`src/design/utf16_newline_converter_macros.svh`:
```
// assertion macros for the utf16 newline converter
// used by the queue and back-end modules, no other dependencies
`ifndef UTF16_NEWLINE_CONVERTER_MACROS_SVH
`define UTF16_NEWLINE_CONVERTER_MACROS_SVH

// same-cycle implication, disabled during reset
`define U16NL_ASSERT_NOW(name, clk, rst_n, pre, post) \
    name: assert property (@(posedge clk) disable iff (!rst_n) (pre) |-> (post)) \
        else $error("u16nl: same-cycle check failed");

// next-cycle implication, disabled during reset
`define U16NL_ASSERT_NEXT(name, clk, rst_n, pre, post) \
    name: assert property (@(posedge clk) disable iff (!rst_n) (pre) |=> (post)) \
        else $error("u16nl: next-cycle check failed");

`endif

```
`src/design/u16nl_pkg.sv`:
```
// shared types and constants for the utf16 newline converter
// no dependencies
`default_nettype none

package u16nl_pkg;

    // line-ending convention codes
    localparam logic [1:0] CONV_NONE = 2'd0;
    localparam logic [1:0] CONV_CRLF = 2'd1;
    localparam logic [1:0] CONV_CR   = 2'd2;
    localparam logic [1:0] CONV_LF   = 2'd3;

    // character codes
    localparam logic [7:0] CODE_CR      = 8'h0D;
    localparam logic [7:0] CODE_LF      = 8'h0A;
    localparam logic [7:0] BOM_BE_FIRST = 8'hFE;

    // register indexes on the config port
    localparam logic [1:0] REG_SOURCE = 2'd0;
    localparam logic [1:0] REG_TARGET = 2'd1;
    localparam logic [1:0] REG_SWAP   = 2'd2;

    // default depth of the job queue
    localparam int QUEUE_DEPTH = 4;

    // active configuration
    typedef struct packed {
        logic [1:0] source;
        logic [1:0] target;
        logic       swap;
    } cfg_t;

    // one job: up to three output words, first byte in bits 15..8
    typedef struct packed {
        logic [1:0]       count;
        logic             last;
        logic [2:0][15:0] units;
    } job_t;

endpackage

`default_nettype wire

```
`src/design/u16nl_front.sv`:
```
// front end: accepts input words, tracks stream state, builds output jobs
// depends on u16nl_pkg
`default_nettype none

module u16nl_front (
    input  wire logic            aclk,
    input  wire logic            aresetn,
    input  wire u16nl_pkg::cfg_t cfg,
    input  wire logic            s_valid,
    output logic                 s_ready,
    input  wire logic [7:0]      s_first_byte,
    input  wire logic [7:0]      s_second_byte,
    input  wire logic            s_end_of_stream,
    output logic                 job_valid,
    input  wire logic            job_ready,
    output u16nl_pkg::job_t      job
);

    function automatic logic [15:0] swap_unit(input logic [15:0] u, input logic sw);
        return sw ? {u[7:0], u[15:8]} : u;
    endfunction

    function automatic logic [15:0] code_unit(input logic [7:0] code, input logic be);
        return be ? {8'h00, code} : {code, 8'h00};
    endfunction

    // stream state
    logic        awaiting_reg;
    logic        be_reg;
    logic [15:0] held_reg;
    logic        held_valid_reg;
    logic        consumed_reg;

    logic        accept;
    logic [15:0] cur;
    logic        be;
    logic        hv;
    logic        pc;
    logic        hv_next;
    logic        pc_next;
    logic        copy;
    logic        crlf;
    logic        match;
    logic        line_end;
    logic [15:0] cr_t;
    logic [15:0] lf_t;
    logic [1:0]  n;

    // classify the word and build its job
    always_comb begin
        cur      = {s_first_byte, s_second_byte};
        be       = awaiting_reg ? (s_first_byte == u16nl_pkg::BOM_BE_FIRST) : be_reg;
        hv       = awaiting_reg ? 1'b0 : held_valid_reg;
        pc       = awaiting_reg ? 1'b0 : consumed_reg;
        copy     = (cfg.source == u16nl_pkg::CONV_NONE)
                   || (!cfg.swap && cfg.source == cfg.target);
        crlf     = !copy && (cfg.source == u16nl_pkg::CONV_CRLF);
        cr_t     = code_unit(u16nl_pkg::CODE_CR, be ^ cfg.swap);
        lf_t     = code_unit(u16nl_pkg::CODE_LF, be ^ cfg.swap);
        hv_next  = hv;
        pc_next  = pc;
        match    = 1'b0;
        line_end = 1'b0;
        job      = '0;
        n        = 2'd0;

        // flush a held word when leaving pair mode
        if (!crlf && hv) begin
            if (!pc) begin
                job.units[n] = swap_unit(held_reg, cfg.swap);
                n = n + 2'd1;
            end
            hv_next = 1'b0;
            pc_next = 1'b0;
        end

        if (copy) begin
            job.units[n] = swap_unit(cur, cfg.swap);
            n = n + 2'd1;
        end else if (crlf) begin
            if (hv) begin
                match = (held_reg == code_unit(u16nl_pkg::CODE_CR, be))
                        && (cur == code_unit(u16nl_pkg::CODE_LF, be));
                if (match) begin
                    case (cfg.target)
                        u16nl_pkg::CONV_CRLF: begin
                            job.units[n] = cr_t;
                            n = n + 2'd1;
                            job.units[n] = lf_t;
                            n = n + 2'd1;
                        end
                        u16nl_pkg::CONV_CR: begin
                            job.units[n] = cr_t;
                            n = n + 2'd1;
                        end
                        u16nl_pkg::CONV_LF: begin
                            job.units[n] = lf_t;
                            n = n + 2'd1;
                        end
                        default: ;
                    endcase
                    pc_next = 1'b1;
                end else if (!pc) begin
                    job.units[n] = swap_unit(held_reg, cfg.swap);
                    n = n + 2'd1;
                end else begin
                    pc_next = 1'b0;
                end
            end
            hv_next = 1'b1;
            if (s_end_of_stream && !pc_next) begin
                job.units[n] = swap_unit(cur, cfg.swap);
                n = n + 2'd1;
            end
        end else begin
            line_end = (cfg.source == u16nl_pkg::CONV_CR)
                       ? (cur == code_unit(u16nl_pkg::CODE_CR, be))
                       : (cur == code_unit(u16nl_pkg::CODE_LF, be));
            if (line_end) begin
                case (cfg.target)
                    u16nl_pkg::CONV_CRLF: begin
                        job.units[n] = cr_t;
                        n = n + 2'd1;
                        job.units[n] = lf_t;
                        n = n + 2'd1;
                    end
                    u16nl_pkg::CONV_CR: begin
                        job.units[n] = cr_t;
                        n = n + 2'd1;
                    end
                    u16nl_pkg::CONV_LF: begin
                        job.units[n] = lf_t;
                        n = n + 2'd1;
                    end
                    default: ;
                endcase
            end else begin
                job.units[n] = swap_unit(cur, cfg.swap);
                n = n + 2'd1;
            end
        end

        job.count = n;
        job.last  = s_end_of_stream;
    end

    // handshake: words that yield nothing are dropped here
    assign s_ready   = job_ready;
    assign accept    = s_valid && s_ready;
    assign job_valid = s_valid && (n != 2'd0);

    // control state
    always_ff @(posedge aclk) begin
        if (!aresetn) begin
            awaiting_reg   <= 1'b1;
            be_reg         <= 1'b0;
            held_valid_reg <= 1'b0;
            consumed_reg   <= 1'b0;
        end else if (accept) begin
            awaiting_reg   <= s_end_of_stream;
            be_reg         <= be;
            held_valid_reg <= s_end_of_stream ? 1'b0 : hv_next;
            consumed_reg   <= s_end_of_stream ? 1'b0 : pc_next;
        end
    end

    // held word payload
    always_ff @(posedge aclk) begin
        if (accept && crlf) begin
            held_reg <= cur;
        end
    end

endmodule

`default_nettype wire

```
`src/design/u16nl_queue.sv`:
```
// small job queue between the front and back ends
// depends on u16nl_pkg and the macro header
`default_nettype none
`include "utf16_newline_converter_macros.svh"

module u16nl_queue #(
    parameter int DEPTH = u16nl_pkg::QUEUE_DEPTH
) (
    input  wire logic            aclk,
    input  wire logic            aresetn,
    input  wire logic            in_valid,
    output logic                 in_ready,
    input  wire u16nl_pkg::job_t in_job,
    output logic                 out_valid,
    input  wire logic            out_ready,
    output u16nl_pkg::job_t      out_job
);

    localparam int PTR_W = (DEPTH > 1) ? $clog2(DEPTH) : 1;
    localparam int CNT_W = $clog2(DEPTH + 1);

    u16nl_pkg::job_t    store_reg [DEPTH];
    logic [PTR_W-1:0]   wr_ptr_reg;
    logic [PTR_W-1:0]   rd_ptr_reg;
    logic [CNT_W-1:0]   cnt_reg;
    logic               push;
    logic               pop;

    assign in_ready  = (cnt_reg != CNT_W'(DEPTH));
    assign out_valid = (cnt_reg != '0);
    assign out_job   = store_reg[rd_ptr_reg];
    assign push      = in_valid && in_ready;
    assign pop       = out_valid && out_ready;

    // pointers and fill count
    always_ff @(posedge aclk) begin
        if (!aresetn) begin
            wr_ptr_reg <= '0;
            rd_ptr_reg <= '0;
            cnt_reg    <= '0;
        end else begin
            if (push) begin
                wr_ptr_reg <= (wr_ptr_reg == PTR_W'(DEPTH - 1)) ? '0 : wr_ptr_reg + 1'b1;
            end
            if (pop) begin
                rd_ptr_reg <= (rd_ptr_reg == PTR_W'(DEPTH - 1)) ? '0 : rd_ptr_reg + 1'b1;
            end
            if (push && !pop) begin
                cnt_reg <= cnt_reg + 1'b1;
            end else if (pop && !push) begin
                cnt_reg <= cnt_reg - 1'b1;
            end
        end
    end

    // job storage
    always_ff @(posedge aclk) begin
        if (push) begin
            store_reg[wr_ptr_reg] <= in_job;
        end
    end

    // count follows pushes and no pushed job is empty; only full queues refuse
    `U16NL_ASSERT_NEXT(a_count_up, aclk, aresetn, push && !pop, cnt_reg == $past(cnt_reg) + 1'b1)
    `U16NL_ASSERT_NOW(a_no_empty_job, aclk, aresetn, push, in_job.count != 2'd0)

endmodule

`default_nettype wire

```
`src/design/u16nl_back.sv`:
```
// back end: plays out the words of each job, one per cycle while m_ready is high
// depends on u16nl_pkg and the macro header
`default_nettype none
`include "utf16_newline_converter_macros.svh"

module u16nl_back (
    input  wire logic            aclk,
    input  wire logic            aresetn,
    input  wire logic            job_valid,
    output logic                 job_ready,
    input  wire u16nl_pkg::job_t job,
    output logic                 m_valid,
    input  wire logic            m_ready,
    output logic [7:0]           m_out_first_byte,
    output logic [7:0]           m_out_second_byte,
    output logic                 m_out_last
);

    u16nl_pkg::job_t job_reg;
    logic            busy_reg;
    logic [1:0]      idx_reg;
    logic            last_unit;
    logic            advance;
    logic            load;
    logic [15:0]     unit;

    assign last_unit = (idx_reg == job_reg.count - 2'd1);
    assign advance   = !busy_reg || (m_ready && last_unit);
    assign job_ready = advance;
    assign load      = advance && job_valid;

    // output word from the current job
    assign unit              = job_reg.units[idx_reg];
    assign m_valid           = busy_reg;
    assign m_out_first_byte  = unit[15:8];
    assign m_out_second_byte = unit[7:0];
    assign m_out_last        = job_reg.last && last_unit;

    // job sequencing
    always_ff @(posedge aclk) begin
        if (!aresetn) begin
            busy_reg <= 1'b0;
            idx_reg  <= 2'd0;
        end else if (load) begin
            busy_reg <= 1'b1;
            idx_reg  <= 2'd0;
        end else if (advance) begin
            busy_reg <= 1'b0;
        end else if (m_ready) begin
            idx_reg <= idx_reg + 2'd1;
        end
    end

    // current job payload
    always_ff @(posedge aclk) begin
        if (load) begin
            job_reg <= job;
        end
    end

    // word index stays inside the job being played out, and a load starts at its first word
    `U16NL_ASSERT_NOW(a_idx_in_job, aclk, aresetn, busy_reg, idx_reg < job_reg.count)
    `U16NL_ASSERT_NEXT(a_load_starts, aclk, aresetn, load, busy_reg && idx_reg == 2'd0)

endmodule

`default_nettype wire

```
`src/design/utf16_newline_converter.sv`:
```
// utf16 newline converter top level: config registers, front, queue, back
// depends on u16nl_pkg, u16nl_front, u16nl_queue, u16nl_back
//
//   channel   handshake          payload
//   -------   ----------------   ---------------------------------------------
//   input     s_valid/s_ready    s_first_byte, s_second_byte, s_end_of_stream
//   output    m_valid/m_ready    m_out_first_byte, m_out_second_byte, m_out_last
//   config    psel/penable       paddr, pwrite, pwdata, prdata, pready
//
// one input word per cycle while the queue has room; a word is classified and
// made a job as it is accepted, then registered in the queue and in the back
// end's job register. the back end emits one output word per cycle while
// m_ready is high, so a job of two or three words holds the output until they
// are out. the job queue (QUEUE_DEPTH entries) absorbs bursts and output stalls.
// reset is synchronous and clears control state only; no clearing pass.
`default_nettype none

module utf16_newline_converter #(
    parameter int QUEUE_DEPTH = u16nl_pkg::QUEUE_DEPTH
) (
    input  wire logic        aclk,
    input  wire logic        aresetn,
    // config port
    input  wire logic        psel,
    input  wire logic        penable,
    input  wire logic        pwrite,
    input  wire logic [3:0]  paddr,
    input  wire logic [31:0] pwdata,
    output logic [31:0]      prdata,
    output logic             pready,
    // input words
    input  wire logic        s_valid,
    output logic             s_ready,
    input  wire logic [7:0]  s_first_byte,
    input  wire logic [7:0]  s_second_byte,
    input  wire logic        s_end_of_stream,
    // output words
    output logic             m_valid,
    input  wire logic        m_ready,
    output logic [7:0]       m_out_first_byte,
    output logic [7:0]       m_out_second_byte,
    output logic             m_out_last
);

    u16nl_pkg::cfg_t cfg_reg;
    logic            cfg_write;
    logic [1:0]      reg_idx;

    u16nl_pkg::job_t front_job;
    logic            front_valid;
    logic            front_ready;
    u16nl_pkg::job_t back_job;
    logic            back_valid;
    logic            back_ready;

    assign pready    = 1'b1;
    assign reg_idx   = paddr[3:2];
    assign cfg_write = psel && penable && pwrite && pready;

    // config registers
    always_ff @(posedge aclk) begin
        if (!aresetn) begin
            cfg_reg <= '0;
        end else if (cfg_write) begin
            case (reg_idx)
                u16nl_pkg::REG_SOURCE: cfg_reg.source <= pwdata[1:0];
                u16nl_pkg::REG_TARGET: cfg_reg.target <= pwdata[1:0];
                u16nl_pkg::REG_SWAP:   cfg_reg.swap   <= pwdata[0];
                default: ;
            endcase
        end
    end

    // register read
    always_comb begin
        case (reg_idx)
            u16nl_pkg::REG_SOURCE: prdata = {30'd0, cfg_reg.source};
            u16nl_pkg::REG_TARGET: prdata = {30'd0, cfg_reg.target};
            u16nl_pkg::REG_SWAP:   prdata = {31'd0, cfg_reg.swap};
            default:               prdata = 32'd0;
        endcase
    end

    u16nl_front u_front (
        .aclk            (aclk),
        .aresetn         (aresetn),
        .cfg             (cfg_reg),
        .s_valid         (s_valid),
        .s_ready         (s_ready),
        .s_first_byte    (s_first_byte),
        .s_second_byte   (s_second_byte),
        .s_end_of_stream (s_end_of_stream),
        .job_valid       (front_valid),
        .job_ready       (front_ready),
        .job             (front_job)
    );

    u16nl_queue #(
        .DEPTH (QUEUE_DEPTH)
    ) u_queue (
        .aclk      (aclk),
        .aresetn   (aresetn),
        .in_valid  (front_valid),
        .in_ready  (front_ready),
        .in_job    (front_job),
        .out_valid (back_valid),
        .out_ready (back_ready),
        .out_job   (back_job)
    );

    u16nl_back u_back (
        .aclk              (aclk),
        .aresetn           (aresetn),
        .job_valid         (back_valid),
        .job_ready         (back_ready),
        .job               (back_job),
        .m_valid           (m_valid),
        .m_ready           (m_ready),
        .m_out_first_byte  (m_out_first_byte),
        .m_out_second_byte (m_out_second_byte),
        .m_out_last        (m_out_last)
    );

endmodule

`default_nettype wire
```
`config.mk`:
```
export PLATFORM = sky130hd
export DESIGN_NAME = utf16_newline_converter
export DESIGN_NICKNAME = d
export VERILOG_FILES = /design/src/design/u16nl_pkg.sv /design/src/design/u16nl_front.sv /design/src/design/u16nl_queue.sv /design/src/design/u16nl_back.sv /design/src/design/utf16_newline_converter.sv
export VERILOG_INCLUDE_DIRS = /design/src /design/src/design
export SDC_FILE = /design/constraint.sdc
export NUM_CORES = 1
export LEC_CHECK = 0
export BUFFER_PORTS_ARGS = -buffer_cell sky130_fd_sc_hd__buf_2
export CAP_MARGIN = 25
export CORE_MARGIN = 1
export CORE_UTILIZATION = 54
export DETAILED_ROUTE_END_ITERATION = 8
export HOLD_SLACK_MARGIN = 0.02
export MAX_ROUTING_LAYER = met4
export PLACE_DENSITY = 0.79
export SYNTH_ARGS = -nofsm -noshare
export SYNTH_HDL_FRONTEND = slang
export SYNTH_SLANG_ARGS = --single-unit
```
`constraint.sdc`:
```
create_clock -name aclk -period 12.8 [get_ports aclk]
set_input_delay 1.28 -clock aclk [delete_from_list [all_inputs] [get_ports aclk]]
set_output_delay 1.28 -clock aclk [all_outputs]
set_load 0.05 [all_outputs]
```
==> results of run 1 <==
==> per-layer routing <==
| layer | wire [um] | vias up | share of wire (%) | global-route usage (%) |
|---|---|---|---|---|
| met5 | 0 | - | 0 | - |
| met1 | 11500 | 3800 | 41 | 32.39 |
| met4 | 442 | 0 | 1.6 | 5.687 |
| met2 | 13510 | 387 | 49 | 38.94 |
| met3 | 2350 | 48 | 8.5 | 4.460 |
| li1 | - | 3454 | - | - |
==> worst max path at each step <==
stage / to / slack [ns] / start
detailed placement: u_queue.cnt_reg[2] / 7.03 / s_second_byte[5]
floorplan: u_queue.store_reg[0][0] / 7.41 / s_second_byte[5]
finish: u_queue.cnt_reg[2] / 7.44 / s_second_byte[5]
global route: u_queue.cnt_reg[2] / 7.18 / s_first_byte[3]
global placement: u_queue.cnt_reg[2] / 6.86 / s_second_byte[5]
CTS: u_queue.cnt_reg[2] / 7.56 / s_second_byte[5]
==> logic make-up (layout without fill, tap and decap cells) <==
kind of cell,after synthesis,count (layout),synth area share [%]
xor+xnor,7,7,0.4695
compound gates,147,147,7.531
flops,290,290,65.23
buf+inv,90,126,3.622
simple gates,210,210,8.240
mux,116,116,13.84
other cells,2,31,0.05751
fa+ha+maj,10,10,1.016
==> cell usage after synthesis, drive strengths merged (13+ instances only) <==
master	count	area (um^2)
mux4	51	1149
a21oi	23	115.1
buf	44	300.3
nor2b	18	112.6
mux2i	59	590.6
inv	13	48.80
edfxtp	271	8138
clkbuf	33	123.9
nor2	53	198.9
nor3	18	90.09
o21ai	51	259.0
dfxtp	19	380.4
nand2	50	187.7
==> worst max-delay path, delay by kind of cell <==
family | cells | cell delay, ns
AO/OA/AOI/OAI | 4 | 1.62
multiplexers | 1 | 0.21
buffers and inverters | 2 | 0.18
XOR/XNOR | 1 | 0.18
AND/OR/NAND/NOR | 5 | 1.40
adder cells (fa/ha/maj) | 3 | 0.95
==> final cells by class <==
class                           instances  area (um^2)  area share (%)
Inverter                               13        48.80          0.3405
Tap cell                              319        399.1           2.785
Clock inverter                         13        93.84          0.6547
Multi-Input combinational cell        521         4200           29.31
Clock buffer                           37        713.2           4.976
Sequential cell                       290         8524           59.48
Timing Repair Buffer                   63        352.8           2.462
==> through the flow <==
stage               hold slack, ns  setup slack, ns
floorplan                   0.4677            7.410
global placement            0.4847            6.863
detailed placement          0.5022            7.031
CTS                         0.5112            7.561
global route                0.5361            7.175
finish                      0.4988            7.437
==> power by group through the flow <==
stage	registers (mW)	clock network (mW)	logic [mW]
3_3_place_gp	1.33	0	0.658
4_1_cts	1.32	0.754	0.677
6_report	1.32	0.739	0.667
3_5_place_dp	1.34	0	0.674
5_1_grt	1.34	0.795	0.716
2_1_floorplan	1.32	0	0.538
==> results by group, run 1 <==
Pwr
  • Logic gate share of total power: 24.5%
  • Worst vdd ir: 0.1031 mV
  • Cell Pwr Density: 190.2 mW/mm^2
  • Sw Pwr: 817.0 uW
  • Reg power frac: 48.4%
  • Leakage power: 4.598 nW
  • Clock power frac: 27.1%
  • Internal power: 1.910 mW
  • Total power: 2.727 mW
  • Switching part of the total: 29.96%

Placed design
  • Dpl cells: 1206
  • Post-Place Cell Area: 0.01353 mm^2
  • Hpwl dp: 17560 um
  • Final Wtd Congestion: 0.9318
  • Port bufs: 48

Setup path
  • Critical path type: input port to register
  • Startpoint Class: input port
  • Largest stage delay, worst path: 0.88 ns
  • R2r endpoint: u_queue.cnt_reg[2]
  • Slowest cell on the critical path: a2111oi_1
  • R2R Setup Slk: 7.84 ns
  • CP max FO: 7
  • Worst path arrival time: 5.82 ns
  • Critical Path End Type: register
  • Most Frequent Cell on Critical Path: ha_1
  • Reg-to-reg startpoint: cfg_reg[1]
  • Crit-path cells: buf_2, nor4_1, nand4_1, a2111oi_1, o22ai_1, ha_1, nand3_1, mux2i_1, nor2_1, a41oi_4, ha_1, inv_1, fa_1, xor2_1, or3_1, a21boi_0
  • R2R cell count: 16
  • Data required, critical path: 13.25 ns

Cells and area
  • Design area: 0.01433 mm^2
  • Fillcell total: 1766
  • Commonest cells after routing, fill and taps aside: edfxtp_1, mux2i_1, nor2_1, mux4_2
  • Final net count: 986
  • Final core occ: 60.70%
  • Share of layout cells above drive strength 1: 18.57%
  • Most common cell after layout, fill and taps aside: edfxtp_1
  • Area grow syn2layout: 9.754%
  • Largest register FFs: 204
  • Non-Filler Instances: 1256
  • Antenna cells: 0

Yosys
  • Synthesized cell area: 0.01306 mm^2
  • Synthesized flop and latch total: 290
  • Ys Warns: 0
  • Post-synthesis sequential area ratio: 65.23%
  • Leading register cell type out of synthesis: edfxtp_1
  • Avg Cell Area, Syn: 14.98 um^2
  • Post-synth EDFFs: 271
  • Post-synthesis cell type count: 70
  • Gate count after technology mapping: 872
  • Synth async-reset ratio: 0%

Floorplan
  • Initial Util: 55.30%
  • Die Span Y: 157.5 um
  • Die Wd: 157.5 um
  • Die area: 0.02481 mm^2
  • Core region area: 0.02361 mm^2
  • Row count: 56
  • Num ports: 112

STA
  • Tmin final: 5.363 ns
  • Setup violators final: 0
  • FMAX: 186.5 MHz
  • Worst Tran Pin Value: 1.122 ns
  • Max_slew headroom: 25.21%
  • Setup Skew: 0.03226 ns
  • Count of pins over their slew limit: 0
  • Final hold vios: 0
  • RSZ-0062 raised after global routing: false
  • Final worst-path cycle share: 41.90%
  • TNS Setup: 0 ns

Worst hold path
  • Hold path cells: 2
  • Hold path startpoint: u_queue.wr_ptr_reg[1]
  • Hold Path End: u_queue.wr_ptr_reg[1]
  • HP Class: register to register

Clock network
  • Setup Buffers After CTS: 0
  • CTS tree: yes
  • # H-tree levels: 1
  • Clock root buffer: clkbuf_16
  • CTS clk-pin slew, worst paths: 0.06 ns
  • CTS Hold Bufs: 0
  • Post_cts resized: 0
  • Inserted Clock Buffers: 27
  • CTS max path bufs: 3
  • CTS Sinks: 290
  • Clock latency on the worst-skew pair: 0.54 ns

GRT
  • Overflow after GRT: 0
  • First-pass GRT wire length: 43360 um
  • Tot GR Track Use: 24.28%
  • Antenna violations before repair: 0
  • Vias in the first global route: 7590
  • Pin count of the biggest net entering global routing: 55

Routing
  • DRC: 0
  • Violation count after the first detailed-route iteration: 712
  • WL final: 27790 um
  • Routed vias: 7689
  • Vias per cell: 6.122
  • DRT antenna net count: 0
  • Drt pass-1 iters: 5
  • DR WL/cell: 22.13 um

Flow run
  • MaxCap Viol Count: 0

Run status
  • Status: complete, no violations
Power figures use the tool's default switching activity.
==> run 2, diff against run 1 <==
--- a/config.mk
+++ b/config.mk
@@ -6,6 +6,7 @@
 export SDC_FILE = /design/constraint.sdc
 export NUM_CORES = 1
 export LEC_CHECK = 0
+export ABC_AREA = 1
 export BUFFER_PORTS_ARGS = -buffer_cell sky130_fd_sc_hd__buf_2
 export CAP_MARGIN = 25
 export CORE_MARGIN = 1
==> constraint.sdc (replaced) <==
create_clock -name aclk -period 5.5 [get_ports aclk]
set_input_delay 0.55 -clock aclk [delete_from_list [all_inputs] [get_ports aclk]]
set_output_delay 0.55 -clock aclk [all_outputs]
set_load 0.05 [all_outputs]
==> run 2 against run 1 <==
Critical path depth grew 8; area after synthesis grew 3.8%; count of clock-buffer cells in the layout grew 2; register-to-register slack got worse by 6.6 ns; largest power group unchanged; clock power rose to 2.5 times the previous value; clock skew down 0.023 ns; sequential power up 130%; global-route usage rose by 1.5 points; critical path type is now register to register.
==> results by group, run 2 <==
Cells and area
  • Multi-input logic area: 0.004258 mm^2 (+1.4%)
  • Register area: 0.008519 mm^2 (about the same)
  • Commonest cells after routing, fill and taps aside: edfxtp_1, nor2_1, o21ai_0, nand2_1, inv_1
  • Fillcell total: 1936 (+9.6%)
  • Most common cell after layout, fill and taps aside: edfxtp_1
  • Antenna cells: 0 (unchanged)
  • Share of layout cells above drive strength 1: 10.58% (-8.0 points)
  • Final net count: 1438 (+46%)
  • Area grow syn2layout: 10.26%
  • Largest register FFs: 204 (unchanged)

Routing
  • WL final: 32000 um (+15%)
  • DR WL/cell: 18.68 um (-16%)
  • DRT antenna net count: 0 (unchanged)
  • Drt pass-1 iters: 5 (unchanged)
  • DRC: 0 (unchanged)
  • Routed vias: 9898 (+29%)
  • Vias per cell: 5.778 (-5.6%)
  • Violation count after the first detailed-route iteration: 1169 (+64%)

Setup path
  • Crit-path cells: inv_1, a21oi_1, nand3_1, nand2_1, nand2_1, nand2_1, nand2_1, inv_2, nand3_1, nand3_1, ha_1, inv_1, nand3_1, nand2_1, inv_1, a21oi_2, nand3_2, nand2_1, inv_1, ha_1, inv_1, fa_1, o21ai_0, nor2_1
  • Critical path type: register to register
  • Most Frequent Cell on Critical Path: nand2_1
  • Largest stage delay, worst path: 0.48 ns (-0.40 ns)
  • R2R cell count: 24 (+8)
  • Worst path arrival time: 4.72 ns (-1.10 ns)
  • CP max FO: 11 (+4)
  • Slowest cell on the critical path: dfxtp_1
  • Startpoint Class: register
  • R2R Setup Slk: 1.23 ns (-6.61 ns)
  • Critical Path End Type: register
  • Data required, critical path: 5.94 ns (-7.31 ns)

Pwr
  • Logic gate share of total power: 28.5% (+4.0 points)
  • Cell Pwr Density: 460.1 mW/mm^2 (+140%)
  • Total power: 6.878 mW (+150%)
  • Internal power: 4.489 mW (+140%)
  • Worst vdd ir: 0.4661 mV (+350%)
  • Leakage power: 5.576 nW (+21%)
  • Switching part of the total: 34.73% (+4.8 points)
  • Clock power frac: 27.0% (about the same)
  • Sw Pwr: 2.389 mW (+190%)
  • Reg power frac: 44.5% (-3.9 points)

GRT
  • Antenna violations before repair: 0 (unchanged)
  • Vias in the first global route: 9252 (+22%)
  • Pin count of the biggest net entering global routing: 78 (+42%)
  • Overflow after GRT: 0 (unchanged)
  • Tot GR Track Use: 25.75% (+1.5 points)
  • First-pass GRT wire length: 49660 um (+15%)

STA
  • Setup violators final: 0 (unchanged)
  • TNS Setup: 0 ns (unchanged)
  • Final hold vios: 0 (unchanged)
  • FMAX: 234.0 MHz
  • Max_slew headroom: 25.96% (+0.75 points)
  • Final worst-path cycle share: 77.71%
  • Setup Skew: 0.009526 ns (-0.02273 ns)
  • Tmin final: 4.274 ns
  • RSZ-0062 raised after global routing: false
  • Count of pins over their slew limit: 0 (unchanged)
  • Worst Hold Slack: 0.2044 ns (-0.2943 ns)
  • Worst Tran Pin Value: 1.097 ns (-0.02510 ns)

Yosys
  • Synth area leaders: edfxtp_1, o21ai_0, nor2_1, nand2_1, inv_1
  • Biggest area consumer among synthesized cells: edfxtp_1
  • Mux contribution to synthesized area: 0% (-14 points)
  • Post-synthesis compound-gate area fraction: 14.16% (+6.6 points)
  • Post-synthesis cell type count: 51 (-27%)
  • Simple-gate share of the synthesized area: 15.01% (+6.8 points)
  • Synth Area in XOR/XNOR: 0.1292% (-0.34 points)
  • Top-area cell type share of the netlist area: 60.03% (-2.3 points)
  • Gate count after technology mapping: 1333 (+53%)
  • Ys Warns: 0 (unchanged)
  • Leading register cell type out of synthesis: edfxtp_1
  • Synth top cells by count: edfxtp_1, nor2_1, o21ai_0, nand2_1, inv_1
  • Post-synthesis sequential area ratio: 62.83% (-2.4 points)
  • Main combinational cell family by area after synthesis: simple AND/OR/NAND/NOR gates
  • Synthesized flop and latch total: 290 (unchanged)
  • Avg Cell Area, Syn: 10.17 um^2 (-32%)
  • Post-synth EDFFs: 271 (unchanged)
  • Synthesized cell area: 0.01356 mm^2 (+3.8%)
  • Post-Synth Adder-Cell Area: 0.9783% (-0.037 points)
  • Synth async-reset ratio: 0% (unchanged)
  • Most common cell in the netlist: edfxtp_1

Clock network
  • # H-tree levels: 1 (unchanged)
  • CTS tree: yes
  • Clock latency on the worst-skew pair: 0.55 ns (about the same)
  • Post_cts resized: 0 (unchanged)
  • CTS max path bufs: 3 (unchanged)
  • CTS Sinks: 290 (unchanged)
  • Setup Buffers After CTS: 0 (unchanged)
  • Clock root buffer: clkbuf_16
  • CTS clk-pin slew, worst paths: 0.06 ns (about the same)
  • CTS Hold Bufs: 0 (unchanged)
  • Inserted Clock Buffers: 29 (+7.4%)

Floorplan
  • Core region area: 0.02446 mm^2 (+3.6%)
  • Initial Util: 55.42% (+0.12 points)
  • Die Span Y: 160.4 um (+1.9%)
  • Num ports: 112 (unchanged)
  • Die area: 0.02574 mm^2 (+3.8%)
  • Die Wd: 160.4 um (+1.9%)
  • Row count: 57 (+1.8%)

Flow run
  • MaxCap Viol Count: 0 (unchanged)

Worst hold path
  • Hold path cells: 1 (-1)
  • HP Class: input port to register

Placed design
  • Hpwl dp: 20320 um (+16%)
  • Final Wtd Congestion: 0.9117 (-2.2%)
  • Port bufs: 48 (unchanged)

Run status
  • Status: complete, no violations
## run 2: cell count changes in the layout (fill, tap and decap cells not counted), moves of 47 or more
cell / previous run / this run
mux4_2: 51 / 0
inv_1: 13 / 101
o22ai_1: 7 / 54
o21ai_0: 50 / 179
mux2i_1: 59 / 0
nor2_1: 53 / 210
nand2_1: 50 / 162
## run 2: kinds of logic (layout without fill, tap and decap cells)
group                    Yosys count  after routing
AO/OA/AOI/OAI                    341            341
buffers and inverters            207            234
flip-flops                       290            290
other                              2             31
XOR/XNOR                           2              2
AND/OR/NAND/NOR                  481            481
adder cells (fa/ha/maj)           10             10
## run 2: cell type report
class	instances	share of cell area, %
clock inverter	13	0.8621
sequential	290	56.99
tap	324	2.712
inverter	113	2.838
clock buffer	39	5.106
multi-input combinational	865	28.48
timing repair buffer	69	3.005
## run 2: worst paths after layout
check | start | end
max | cfg_reg[1] | u_queue.cnt_reg[1]
min | s_second_byte[7] | u_front.held_reg[7]
max reg2reg | cfg_reg[1] | u_queue.cnt_reg[1]
min reg2reg | u_front.held_valid_reg | u_front.held_valid_reg
## run 2: worst max-delay path, delay by kind of cell (launching register included)
| family | cells | cell delay, ns |
|---|---|---|
| AND/OR/NAND/NOR | 12 | 1.76 |
| adder cells (fa/ha/maj) | 3 | 0.86 |
| buffers and inverters | 6 | 0.54 |
| AO/OA/AOI/OAI | 3 | 0.49 |
| flip-flops | 1 | 0.48 |
## run 2: through the flow
step	util [%]	setup WS (ns)	instance area (um^2)	std cells
after floorplan	-	0.5603	13670	1362
after global placement	57.36	1.123	14030	1658
after detailed placement	57.41	1.051	14040	1659
after CTS	61.06	1.301	14940	1711
after global routing	61.11	0.7625	14950	1713
final	61.11	1.226	14950	1713
## run 2: metal layers
metal  global-route usage, %  vias to the layer above  wire, um  part of all wire (%)
met5                       -                        -         0                     0
met4                   6.580                        0       614                   1.9
met3                   4.184                       53      2717                   8.5
met2                   40.91                      485     15120                    47
met1                   34.73                     4664     13550                    42
li1                        -                     4696         -                     -
## run 2: power by group through the flow
stage               Clock (mW)  Sequential [mW]  Combinational (mW)
detailed placement           0             3.11                1.96
finish                    1.86             3.06                1.96
global placement             0             3.09                1.89
CTS                       1.87             3.06                1.96
floorplan                    0             3.10                1.41
global route              1.96             3.09                2.14
==> run 3, diff against run 2 <==
--- a/config.mk
+++ b/config.mk
@@ -6,7 +6,7 @@
 export SDC_FILE = /design/constraint.sdc
 export NUM_CORES = 1
 export LEC_CHECK = 0
-export ABC_AREA = 1
+export ABC_AREA = 0
 export BUFFER_PORTS_ARGS = -buffer_cell sky130_fd_sc_hd__buf_2
 export CAP_MARGIN = 25
 export CORE_MARGIN = 1
==> constraint.sdc (replaced) <==
create_clock -name aclk -period 4.2 [get_ports aclk]
set_input_delay 0.42 -clock aclk [delete_from_list [all_inputs] [get_ports aclk]]
set_output_delay 0.42 -clock aclk [all_outputs]
set_load 0.05 [all_outputs]
==> run 3 against run 2 <==
Clock skew up 0.014 ns; worst hold slack got worse by 0.032 ns; count of clock-buffer cells in the layout decreased by 6; final cell count is 22% lower; final area increased by 1.1%; non-clock buffer count increased by 74; setup slack lost 1.2 ns; total power rose by 24%.
==> results by group, run 3 (synthesis results as in run 1) <==
Setup path
  • Worst path arrival time: 4.59 ns (-0.13 ns)
  • Startpoint Class: register
  • R2R cell count: 19 (-21%)
  • Critical path type: register to register
  • Critical Path End Type: register
  • R2r endpoint: u_queue.cnt_reg[2]
  • Data required, critical path: 4.66 ns (-1.28 ns)
  • Reg-to-reg startpoint: u_front.held_reg[2]
  • CP max FO: 4 (-7)
  • R2R Setup Slk: 0.07 ns (-1.16 ns)

STA
  • Worst Hold Slack: 0.1720 ns (-0.03240 ns)
  • TNS Setup: 0 ns (unchanged)
  • Max_slew headroom: 36.71% (+11 points)
  • Final worst-path cycle share: 98.40% (+21 points)
  • Setup Skew: 0.02381 ns (+0.01428 ns)
  • RSZ-0062 raised after global routing: true
  • FMAX: 242.0 MHz (+3.4%)
  • Count of pins over their slew limit: 0 (unchanged)
  • Worst Tran Pin Value: 0.9229 ns (-0.1737 ns)
  • Final hold vios: 0 (unchanged)
  • Setup violators final: 0 (unchanged)
  • Tmin final: 4.133 ns (-0.1414 ns)

Routing
  • DRC: 0 (unchanged)
  • WL final: 29070 um (-9.2%)
  • Vias per cell: 5.987 (+3.6%)
  • DRT antenna net count: 0 (unchanged)
  • DR WL/cell: 21.74 um (+16%)
  • Routed vias: 8005 (-19%)
  • Drt pass-1 iters: 5 (unchanged)
  • Violation count after the first detailed-route iteration: 794 (-32%)

Worst hold path
  • Hold path startpoint: pwdata[1]
  • Hold Path End: cfg_reg[4]
  • Hold path cells: 3 (+2)
  • HP Class: input port to register

Cells and area
  • Commonest cells after routing, fill and taps aside: edfxtp_1, buf_4, mux2i_1, nor2_1, mux4_2
  • Largest register FFs: 204 (unchanged)
  • Share of layout cells above drive strength 1: 25.86% (+15 points)
  • Final net count: 1067 (-26%)
  • Non-Filler Instances: 1337 (-22%)
  • Most common cell after layout, fill and taps aside: edfxtp_1
  • Fillcell total: 1674 (-14%)
  • Area grow syn2layout: 15.69%
  • Final core occ: 63.98% (+2.9 points)

GRT
  • Overflow after GRT: 0 (unchanged)
  • Pin count of the biggest net entering global routing: 54 (-31%)
  • Antenna violations before repair: 1 (+1)
  • Vias in the first global route: 7779 (-16%)
  • Tot GR Track Use: 25.12% (-0.63 points)
  • First-pass GRT wire length: 44630 um (-10%)

Pwr
  • Worst vdd ir: 0.4218 mV (-9.5%)
  • Cell Pwr Density: 562.3 mW/mm^2 (+22%)
  • Total power: 8.495 mW (+24%)
  • Leakage power: 5.042 nW (-9.6%)

Floorplan
  • Num ports: 112 (unchanged)
  • Core region area: 0.02361 mm^2 (-3.5%)
  • Row count: 56 (-1.8%)
  • Die area: 0.02481 mm^2 (-3.6%)
  • Initial Util: 55.30% (-0.12 points)
  • Die Span Y: 157.5 um (-1.8%)
  • Die Wd: 157.5 um (-1.8%)

Placed design
  • Final Wtd Congestion: 0.9699 (+6.4%)
  • Hpwl dp: 19880 um (-2.2%)
  • Dpl cells: 1280 (-23%)
  • Port bufs: 48 (unchanged)

Clock network
  • # H-tree levels: 1 (unchanged)
  • Clock latency on the worst-skew pair: 0.55 ns (about the same)
  • CTS clk-pin slew, worst paths: 0.06 ns (about the same)
  • CTS tree: yes
  • Inserted Clock Buffers: 28 (-3.4%)
  • CTS max path bufs: 3 (unchanged)
  • Clock root buffer: clkbuf_16
  • CTS Sinks: 290 (unchanged)
  • CTS Hold Bufs: 0 (unchanged)

Flow run
  • MaxCap Viol Count: 0 (unchanged)

Run status
  • Status: complete, no violations
[run 3: through the flow]
stage / worst slack, ns / area, um^2
2_1_floorplan: -0.06906 / 13180
3_3_place_gp: 0.01313 / 14160
3_5_place_dp: -0.09786 / 14160
4_1_cts: 0.01710 / 15040
5_1_grt: -0.1840 / 15110
6_report: 0.06711 / 15110
[run 3: how the worst max path moves through the flow]
stage	from	to	slack [ns]	cells past startpoint
final	u_front.held_reg[2]	u_queue.cnt_reg[2]	0.07	19
after global routing	u_front.held_reg[2]	u_queue.cnt_reg[2]	-0.18	19
after global placement	s_first_byte[3]	u_queue.cnt_reg[2]	0.01	18
after CTS	u_front.held_reg[8]	u_queue.cnt_reg[2]	0.02	19
after floorplan	u_front.awaiting_reg	u_queue.cnt_reg[2]	-0.07	20
after detailed placement	s_second_byte[5]	u_queue.cnt_reg[2]	-0.1	21
[run 3: layer usage]
metal  GRT usage, %  wire, um
met1          33.11     12020
met2          40.10     14110
met3          4.323      2145
met4          7.721       796
met5              -         0
[run 3: report_power, final]
part | switching [mW] | leakage, nW | total, mW | internal, mW
combinational | 1.23 | 1.96 | 2.05 | 0.821
sequential | 0.318 | 2.68 | 4.14 | 3.82
clock | 1.02 | 0.408 | 2.31 | 1.29
[run 3: area by class of cell]
cell class	instances	area, um^2	share of cell area [%]
clock inverter	17	130.1	0.8613
antenna	1	2.502	0.01656
timing repair buffer	143	1045	6.915
sequential	290	8524	56.42
tap	319	399.1	2.642
inverter	13	48.80	0.3230
clock buffer	33	719.4	4.762
multi-input combinational	521	4239	28.06
[run 3: worst max-delay path, cell delays in order (launching register included)]
cell       delay, ns
edfxtp_1        0.47
nor4b_4         0.30
nand4_1         0.25
a2111oi_4       0.51
buf_6           0.17
nor2_1          0.04
a31oi_1         0.22
o22ai_2         0.12
nand2_1         0.11
ha_1            0.12
nand3_1         0.06
mux2i_1         0.18
nor2_1          0.10
a41oi_4         0.21
ha_2            0.21
inv_1           0.05
fa_2            0.33
xor2_1          0.17
or3_1           0.30
a21boi_1        0.11
[run 3: what timing repair did]
| action | 4_1_cts | 5_1_grt |
|---|---|---|
| setup buffers | 0 | 6 |
| endpoints found under the setup margin | 1 | 1 |
| pin swaps | 2 | 8 |
| gates resized for setup | 4 | 6 |
